==> config.mk <==
export PLATFORM = sky130hd
export DESIGN_NAME = ialu_front
export DESIGN_NICKNAME = d
export VERILOG_FILES = /design/src/rtl/ialu_pkg.sv /design/src/rtl/ialu_front.sv
export SDC_FILE = /design/constraint.sdc
export NUM_CORES = 1
export LEC_CHECK = 0
export BUFFER_PORTS_ARGS = -buffer_cell sky130_fd_sc_hd__buf_4
export CORE_MARGIN = 3
export CORE_UTILIZATION = 55
export CTS_BUF_LIST = sky130_fd_sc_hd__clkbuf_2 sky130_fd_sc_hd__clkbuf_4 sky130_fd_sc_hd__clkbuf_8
export DETAILED_ROUTE_END_ITERATION = 8
export GPL_ROUTABILITY_DRIVEN = 0
export HOLD_SLACK_MARGIN = 0.12
export PLACE_DENSITY = 0.82
export RECOVER_POWER = 25
export SLEW_MARGIN = 5
export SYNTH_ARGS = -nofsm -noshare
export SYNTH_HDL_FRONTEND = slang
export SYNTH_SLANG_ARGS = --single-unit
==> constraint.sdc <==
create_clock -name clk -period 12.78 [get_ports clk]
set_clock_uncertainty 0.1 [all_clocks]
set_input_delay 0 -clock clk [delete_from_list [all_inputs] [get_ports clk]]
set_output_delay 0 -clock clk [all_outputs]
set_load 0.005 [all_outputs]
==> src/rtl/ialu_pkg.sv <==
package ialu_pkg;

  localparam logic [4:0] OP_ADD = 5'd0;
  localparam logic [4:0] OP_SUB = 5'd1;
  localparam logic [4:0] OP_MUL = 5'd2;
  localparam logic [4:0] OP_DIV = 5'd3;
  localparam logic [4:0] OP_MOD = 5'd4;
  localparam logic [4:0] OP_POW = 5'd5;
  localparam logic [4:0] OP_AND = 5'd6;
  localparam logic [4:0] OP_OR  = 5'd7;
  localparam logic [4:0] OP_XOR = 5'd8;
  localparam logic [4:0] OP_SHL = 5'd9;
  localparam logic [4:0] OP_SHR = 5'd10;
  localparam logic [4:0] OP_EQ  = 5'd11;
  localparam logic [4:0] OP_NEQ = 5'd12;
  localparam logic [4:0] OP_LT  = 5'd13;
  localparam logic [4:0] OP_GT  = 5'd14;
  localparam logic [4:0] OP_LTE = 5'd15;
  localparam logic [4:0] OP_GTE = 5'd16;
  localparam logic [4:0] OP_LAND = 5'd17;
  localparam logic [4:0] OP_LOR  = 5'd18;

  // Which part of the back end carries an operation out.
  localparam logic [1:0] CLS_SIMPLE = 2'd0;
  localparam logic [1:0] CLS_MUL    = 2'd1;
  localparam logic [1:0] CLS_DIV    = 2'd2;
  localparam logic [1:0] CLS_POW    = 2'd3;

  typedef struct packed {
    logic [4:0]         action;
    logic signed [63:0] left_operand;
    logic signed [63:0] right_operand;
  } req_t;

  typedef struct packed {
    logic signed [63:0] result_value;
    logic               error_flag;
  } rsp_t;

  typedef struct packed {
    logic [1:0] cls;
    req_t       req;
  } cmd_t;

endpackage

==> src/rtl/ialu_front.sv <==
module ialu_front #(
  parameter int Depth = 2
) (
  input  logic            clk,
  input  logic            rst,
  input  ialu_pkg::req_t  req,
  input  logic            req_valid,
  output logic            req_stall,
  output ialu_pkg::cmd_t  cmd,
  output logic            cmd_valid,
  input  logic            cmd_pop
);
  import ialu_pkg::*;

  localparam int PtrW = (Depth > 1) ? $clog2(Depth) : 1;
  localparam int CntW = $clog2(Depth + 1);

  cmd_t            slots [Depth];
  logic [PtrW-1:0] wr_ptr;
  logic [PtrW-1:0] rd_ptr;
  logic [CntW-1:0] count;
  logic [1:0]      cls;
  logic            push;
  logic            pop;

  // Operations that fail at once or need no iteration go to the simple path.
  always_comb begin
    unique case (req.action)
      OP_MUL: cls = CLS_MUL;
      OP_DIV, OP_MOD: cls = (req.right_operand == '0) ? CLS_SIMPLE : CLS_DIV;
      OP_POW: cls = req.right_operand[63] ? CLS_SIMPLE : CLS_POW;
      default: cls = CLS_SIMPLE;
    endcase
  end

  assign req_stall = (count == CntW'(Depth));
  assign cmd_valid = (count != '0);
  assign cmd       = slots[rd_ptr];
  assign push      = req_valid && !req_stall;
  assign pop       = cmd_pop && cmd_valid;

  always_ff @(posedge clk) begin
    if (push) begin
      slots[wr_ptr] <= '{cls: cls, req: req};
    end
  end

  always_ff @(posedge clk) begin
    if (rst) begin
      wr_ptr <= '0;
      rd_ptr <= '0;
      count  <= '0;
    end else begin
      if (push) begin
        wr_ptr <= (wr_ptr == PtrW'(Depth - 1)) ? '0 : wr_ptr + 1'b1;
      end
      if (pop) begin
        rd_ptr <= (rd_ptr == PtrW'(Depth - 1)) ? '0 : rd_ptr + 1'b1;
      end
      if (push && !pop) begin
        count <= count + 1'b1;
      end else if (pop && !push) begin
        count <= count - 1'b1;
      end
    end
  end

endmodule

==> results of run 1 <==
-- cell families after synthesis --
group	synth area share, %
adders and majority gates	0.121
DFF	79.2
muxes	16.5
AOI/OAI and AO/OA	0.278
buffers and inverters	1.22
and+or+nand+nor	2.35
xor gates and xnor gates	0.338
-- stage by stage --
stage / area (um^2) / hold WS, ns / utilization, % / setup slack (ns) / instances
after floorplan: 10400 / -0.0309 / - / 5.84 / 477
after global placement: 12600 / 0.0848 / 69.3 / 10.06 / 968
after detailed placement: 12600 / 0.0878 / 69.3 / 9.94 / 968
==> summary.md, run 1 <==
| Metric | Value |
|---|---|
| Status | stopped before the end |
| Stop stage | clock tree synthesis (4_1_cts) |
| First Err | [ERROR RSZ-0060] Max buffer count reached. |
| Syn Nets | 615 |
| Most instantiated cells after synthesis | 270 x edfxtp_1, 85 x mux2_2, 50 x mux2_4, 13 x nor4_1 |
| Die W | 143 um |
| Area share of the largest cell type after synthesis | 78.2% |
| Ys async rst share | 0% |
| #FFs+latches synth | 275 |
| Die H | 143 um |
| Dpl hpwl | 14500 um |
| Synth Flop Type | edfxtp_1 |
| Depth of the CTS H-tree | 2 |
| # rows | 49 |
| Synth Instances | 477 |
| Post CTS Setup Buffer Count | 0 |
| Most frequent cell after synthesis | edfxtp_1 |
| Hold buffer count at CTS | 208 |
| IO buf count | 273 |
| Synth Warn # | 0 |
| IO Pins | 274 |
| Initial Util | 56.9% |
| Sequential element share of the synthesized area | 79.2% |
| Synthesized area | 0.0104 mm^2 |
| Clk sink count | 275 |
| Synth area leader | edfxtp_1 |
| # resized after CTS | 0 |
| Synth unique cells | 23 |
| Syn avg cell area | 21.7 um^2 |
| Top cells by area, synth | edfxtp_1 78%, mux2_2 9.2%, mux2_4 7.2% |
| Cts bufs inserted | 43 |
| Clk buf depth | 3 |
| EDFF count, synth | 270 |
| Root Buffer | clkbuf_8 |
==> run 2, diff against run 1 <==
--- a/config.mk
+++ b/config.mk
@@ -7,12 +7,10 @@
 export LEC_CHECK = 0
 export BUFFER_PORTS_ARGS = -buffer_cell sky130_fd_sc_hd__buf_4
 export CORE_MARGIN = 3
-export CORE_UTILIZATION = 55
-export CTS_BUF_LIST = sky130_fd_sc_hd__clkbuf_2 sky130_fd_sc_hd__clkbuf_4 sky130_fd_sc_hd__clkbuf_8
+export CORE_UTILIZATION = 40
 export DETAILED_ROUTE_END_ITERATION = 8
 export GPL_ROUTABILITY_DRIVEN = 0
-export HOLD_SLACK_MARGIN = 0.12
-export PLACE_DENSITY = 0.82
+export PLACE_DENSITY_LB_ADDON = 0.15
 export RECOVER_POWER = 25
 export SLEW_MARGIN = 5
 export SYNTH_ARGS = -nofsm -noshare
==> summary.md, run 2 <==
| Metric | Value |
|---|---|
| Synth Instances | 477 |
| Routed wire length | 22600 um |
| RSZ-0062 raised after global routing | false |
| Min Clock Period, post-route | 2.84 ns |
| Final hold vios | 0 |
| CP Capture Type | register |
| Vias per inst | 4.69 |
| Area of the multi-input gates | 0.00204 mm^2 |
| Initial antenna violation count | 0 |
| Synth Flop Type | edfxtp_1 |
| Maxcap violations | 0 |
| Biggest regs | slots: 270 flops, count: 2 flops |
| Tightest Pin Transition | 1.04 ns |
| Hold depth | 3 |
| IO Pins | 274 |
| Cts bufs inserted | 29 |
| Fmax | 0.353 GHz |
| Synth area leader | edfxtp_1 |
| VDD IR max | 156 uV |
| Hold Path Class | in -> reg |
| Crit-path slowest cell | buf_4 |
| Vias in the first global route | 6424 |
| First-pass GRT wire length | 34800 um |
| Post-route ant nets | 0 |
| Pwr dens | 183 mW/mm^2 |
| Total number of vias | 5904 |
| Top cells by area, synth | edfxtp_1 78%, mux2_2 9.2%, mux2_4 7.2% |
| Largest fanout on the critical path | 78 |
| Worst r2r path cells | 3 |
| Clk sink count | 275 |
| TritonCTS clock tree | done |
| Core Region | 0.0253 mm^2 |
| Final setup vio count | 0 |
| Total congestion overflow | 0 |
| Worst skew pair latency | 0.52 ns |
| Die H | 167 um |
| EDFF count, synth | 270 |
| Startpoint types | register |
| Syn Nets | 615 |
| DRC errors left | 0 |
| # rows | 58 |
| Die W | 167 um |
| Fin crit share | 22.2% |
| Syn avg cell area | 21.7 um^2 |
| Largest net degree at the start of global routing | 79 |
| Most common cell after layout, fill and taps aside | edfxtp_1 |
| Synth unique cells | 23 |
| Area share of the largest cell type after synthesis | 78.2% |
| Depth of the CTS H-tree | 1 |
| Initial Util | 40.9% |
| Ys async rst share | 0% |
| # resized after CTS | 0 |
| Setup TNS | 0 ns |
| Worst path cell trace | nand2b_1 > and3_4 > buf_4 |
| Largest Register | slots |
| Share of layout cells above drive strength 1 | 44.0% |
| IO buf count | 273 |
| Most instantiated cells after synthesis | 270 x edfxtp_1, 85 x mux2_2, 50 x mux2_4, 13 x nor4_1 |
| Fin nets | 1046 |
| #FFs+latches synth | 275 |
| Most frequent cells in the layout | 270 x edfxtp_1, 192 x buf_4, 137 x dlygate4sd3_1 |
| Max stage delay on crit path | 0.94 ns |
| Worst setup margin | 9.94 ns |
| Sequential element share of the synthesized area | 79.2% |
| Root Buffer | clkbuf_16 |
| Fillcell total | 1944 |
| Status | completed |
| Kind of critical path | reg -> reg |
| Worst path arrival time | 2.87 ns |
| LEAKAGE | 5.49 nW |
| Synth Warn # | 0 |
| Slew headroom | 30.5% |
| Final Util | 58.6% |
| Total GRT Usage | 15.7% |
| Antenna Cells | 0 |
| Dpl hpwl | 14400 um |
| Clk slew on worst S/H paths | 0.06 ns |
| Clk buf depth | 3 |
| Avg WL per Cell | 18.0 um |
| Synthesized area | 0.0104 mm^2 |
| Final Power | 2.71 mW |
| Final Slew Violations | 0 |
| Post-place setup slack | 9.92 ns |
| Most frequent cell after synthesis | edfxtp_1 |
| Full die area | 0.0279 mm^2 |
| Reg area | 0.00821 mm^2 |
| 1st-pass router iterations | 5 |
| Area growth from synthesis to layout | 43.2% |
| First-iteration detailed-routing DRC count | 258 |
| WHS | 0.125 ns |
| Post CTS Setup Buffer Count | 0 |
| Required time of the critical path | 12.81 ns |
| Max reg flops | 270 |
[run 2: worst paths after layout]
| kind | from | end | slack (ns) |
|---|---|---|---|
| setup reg to reg | count[0] | slots[1][123] | 9.94 |
| setup / recovery | count[0] | slots[1][123] | 9.94 |
| hold / removal | rst | register | 0.13 |
| hold reg to reg | rd_ptr | rd_ptr | 0.41 |
[run 2: worst max-delay path: cells and delay by family, from the launching register on]
kind / cells / cell delay [ns]
buf+inv: 1 / 0.94
flops: 1 / 0.40
simple gates: 2 / 0.93
[run 2: cell families (layout without fill, tap and decap cells)]
group           Yosys count  after routing  share of synthesized area (%)
flops                   275            275                           79.2
buf+inv                  17            469                           1.22
compound gates            5              5                          0.278
mux                     135            135                           16.5
simple gates             40             40                           2.35
fa+ha+maj                 1              1                          0.121
xor+xnor                  4              4                          0.338
[run 2: routing by layer]
metal | vias up | part of all wire [%] | track usage, %
met5 | - | 0 | 0
met4 | 0 | 2.0 | 3.84
met3 | 30 | 8.6 | 4.94
met2 | 237 | 49 | 26.8
met1 | 2857 | 40 | 19.6
li1 | 2780 | - | -
[run 2: cell type report]
cell class | count | share of cell area (%)
multi-input combinational | 185 | 13.8
tap | 330 | 2.78
clock inverter | 19 | 1.13
clock buffer | 33 | 5.06
inverter | 2 | 0.0506
sequential | 275 | 55.4
timing repair buffer | 415 | 21.9
[run 2: power breakdown]
group / total [mW] / internal (mW) / switching, mW
Clock: 0.797 / 0.479 / 0.318
Sequential: 1.21 / 1.16 / 0.0499
Combinational: 0.709 / 0.408 / 0.301
Total: 2.71 / 2.04 / 0.669
[run 2: timing repair]
action / CTS / global route
hold buffers: 137 / 0
hold endpoints to repair: 275 / 0
setup endpoints to repair: 0 / 0
[run 2: through the flow]
stage / cells / area [um^2]
3_3_place_gp: 1070 / 12800
4_1_cts: 1259 / 15000
5_1_grt: 1259 / 14800
3_5_place_dp: 1070 / 12800
2_1_floorplan: 477 / 10400
6_report: 1259 / 14800
Note: power is estimated with default switching activity, not from simulation.
==> run 3, diff against run 2 <==
==> constraint.sdc (replaced) <==
create_clock -name clk -period 2.45 [get_ports clk]
set_clock_uncertainty 0.1 [all_clocks]
set_input_delay 0 -clock clk [delete_from_list [all_inputs] [get_ports clk]]
set_output_delay 0 -clock clk [all_outputs]
set_load 0.005 [all_outputs]
==> summary.md, run 3 (synthesis gave the netlist of run 2 again) <==
| Metric | Value |
|---|---|
| Worst path cell trace | or2_2 > nand2_1 > ha_1 > xor2_1 > nor2_1 > dlygate4sd3_1 |
| Depth of the CTS H-tree | 1 |
| Final Slew Violations | 0 |
| RSZ-0062 raised after global routing | false |
| Crit-path slowest cell | dlygate4sd3_1 |
| Vias per inst | 4.72 |
| Post-route ant nets | 0 |
| First-pass GRT wire length | 35000 um |
| Initial Util | 40.9% |
| Fin nets | 1051 |
| Fin crit share | 84.6% |
| Biggest regs | slots: 270 flops, count: 2 flops |
| Startpoint types | register |
| # rows | 58 |
| Worst skew pair latency | 0.53 ns |
| Pwr dens | 945 mW/mm^2 |
| 1st-pass router iterations | 4 |
| Root Buffer | clkbuf_16 |
| Die H | 167 um |
| Area growth from synthesis to layout | 44.5% |
| TritonCTS clock tree | done |
| Largest net degree at the start of global routing | 68 |
| Share of layout cells above drive strength 1 | 44.6% |
| Clk slew on worst S/H paths | 0.06 ns |
| CP Capture Type | register |
| IO buf count | 273 |
| Worst path arrival time | 2.39 ns |
| Total GRT Usage | 15.6% |
| Total number of vias | 5956 |
| Dpl hpwl | 14900 um |
| Vias in the first global route | 6431 |
| Core Region | 0.0253 mm^2 |
| Final setup vio count | 0 |
| Most common cell after layout, fill and taps aside | edfxtp_1 |
| Tightest Pin Transition | 0.488 ns |
| Total congestion overflow | 0 |
| Largest Register | slots |
| # resized after CTS | 0 |
| Maxcap violations | 0 |
| Largest fanout on the critical path | 4 |
| Setup TNS | 0 ns |
| Most frequent cells in the layout | 270 x edfxtp_1, 187 x buf_4, 137 x dlygate4sd3_1 |
| Routed wire length | 22400 um |
| Final hold vios | 0 |
| Die W | 167 um |
| Status | completed |
| Required time of the critical path | 2.76 ns |
| Hold Path Class | in -> reg |
| First-iteration detailed-routing DRC count | 254 |
| Kind of critical path | reg -> reg |
| Full die area | 0.0279 mm^2 |
| LEAKAGE | 5.53 nW |
| Max reg flops | 270 |
| IO Pins | 274 |
| Clk buf depth | 3 |
| Final Util | 59.1% |
| Max stage delay on crit path | 0.54 ns |
| Min Clock Period, post-route | 2.07 ns |
| Post CTS Setup Buffer Count | 0 |
| Clk sink count | 275 |
| Avg WL per Cell | 17.8 um |
| Cts bufs inserted | 29 |
| VDD IR max | 537 uV |
| Initial antenna violation count | 0 |
| DRC errors left | 0 |
| Fmax | 0.483 GHz |
| Antenna Cells | 0 |
| Slew headroom | 67.2% |
[run 3: changes by cell type in the layout (fill, tap and decap cells not counted), moves of 2 or more]
cell / delta
buf_4: -5
clkinv_1: +2
clkinv_2: -7
clkbuf_4: +9
clkbuf_1: -2
buf_12: +8
[run 3: worst paths after layout]
kind | startpoint | endpoint | slack, ns | cells past startpoint
setup reg to reg | count[1] | count[0] | 0.38 | 6
hold reg to reg | rd_ptr | rd_ptr | 0.44 | 2
setup / recovery | count[1] | count[0] | 0.38 | 6
hold / removal | req[116] | slots[0][116] | 0.12 | 2
[run 3: critical path: cells and delay by family, from the launching register on]
family                   cells  cell delay [ns]
adder cells (fa/ha/maj)      1             0.28
flip-flops                   1             0.35
XOR/XNOR                     1             0.19
AND/OR/NAND/NOR              3             0.49
buffers and inverters        1             0.54
[run 3: layer usage]
metal / GRT usage, % / vias to the layer above / routed length (um) / share of wire, %
met4: 3.19 / 0 / 343 / 1.5
met5: 0 / - / 0 / 0
met2: 25.6 / 236 / 10600 / 47
met1: 20.5 / 2907 / 9410 / 42
met3: 5.25 / 30 / 2070 / 9.2
li1: - / 2783 / - / -
[run 3: layout make-up]
cell class,instances,area (um^2)
Clock buffer,37,756
Clock inverter,14,118
Fill cell,1957,10400
Inverter,2,7.51
Multi-Input combinational cell,185,2060
Sequential cell,275,8210
Tap cell,330,413
Timing Repair Buffer,420,3410
[run 3: through the flow]
stage	area (um^2)	power [mW]	hold slack, ns	cells	setup WS (ns)
2_1_floorplan	10400	8.25	-0.0350	477	-0.603
3_3_place_gp	12900	10.0	0.0856	1075	0.707
3_5_place_dp	12900	10.1	0.0880	1075	0.651
4_1_cts	15200	14.4	0.0656	1263	0.389
5_1_grt	15000	14.8	0.101	1263	0.318
6_report	15000	14.1	0.117	1263	0.378
[run 3: timing repair]
item | in CTS | in global routing
endpoints found under the hold margin | 300 | 0
setup endpoints to repair | 0 | 0
hold buffers | 137 | 0
[run 3: report_power, final]
part	total [mW]	switching (mW)	internal, mW
combinational	3.93	1.67	2.25
sequential	6.19	0.176	6.02
clock	4.03	1.66	2.37
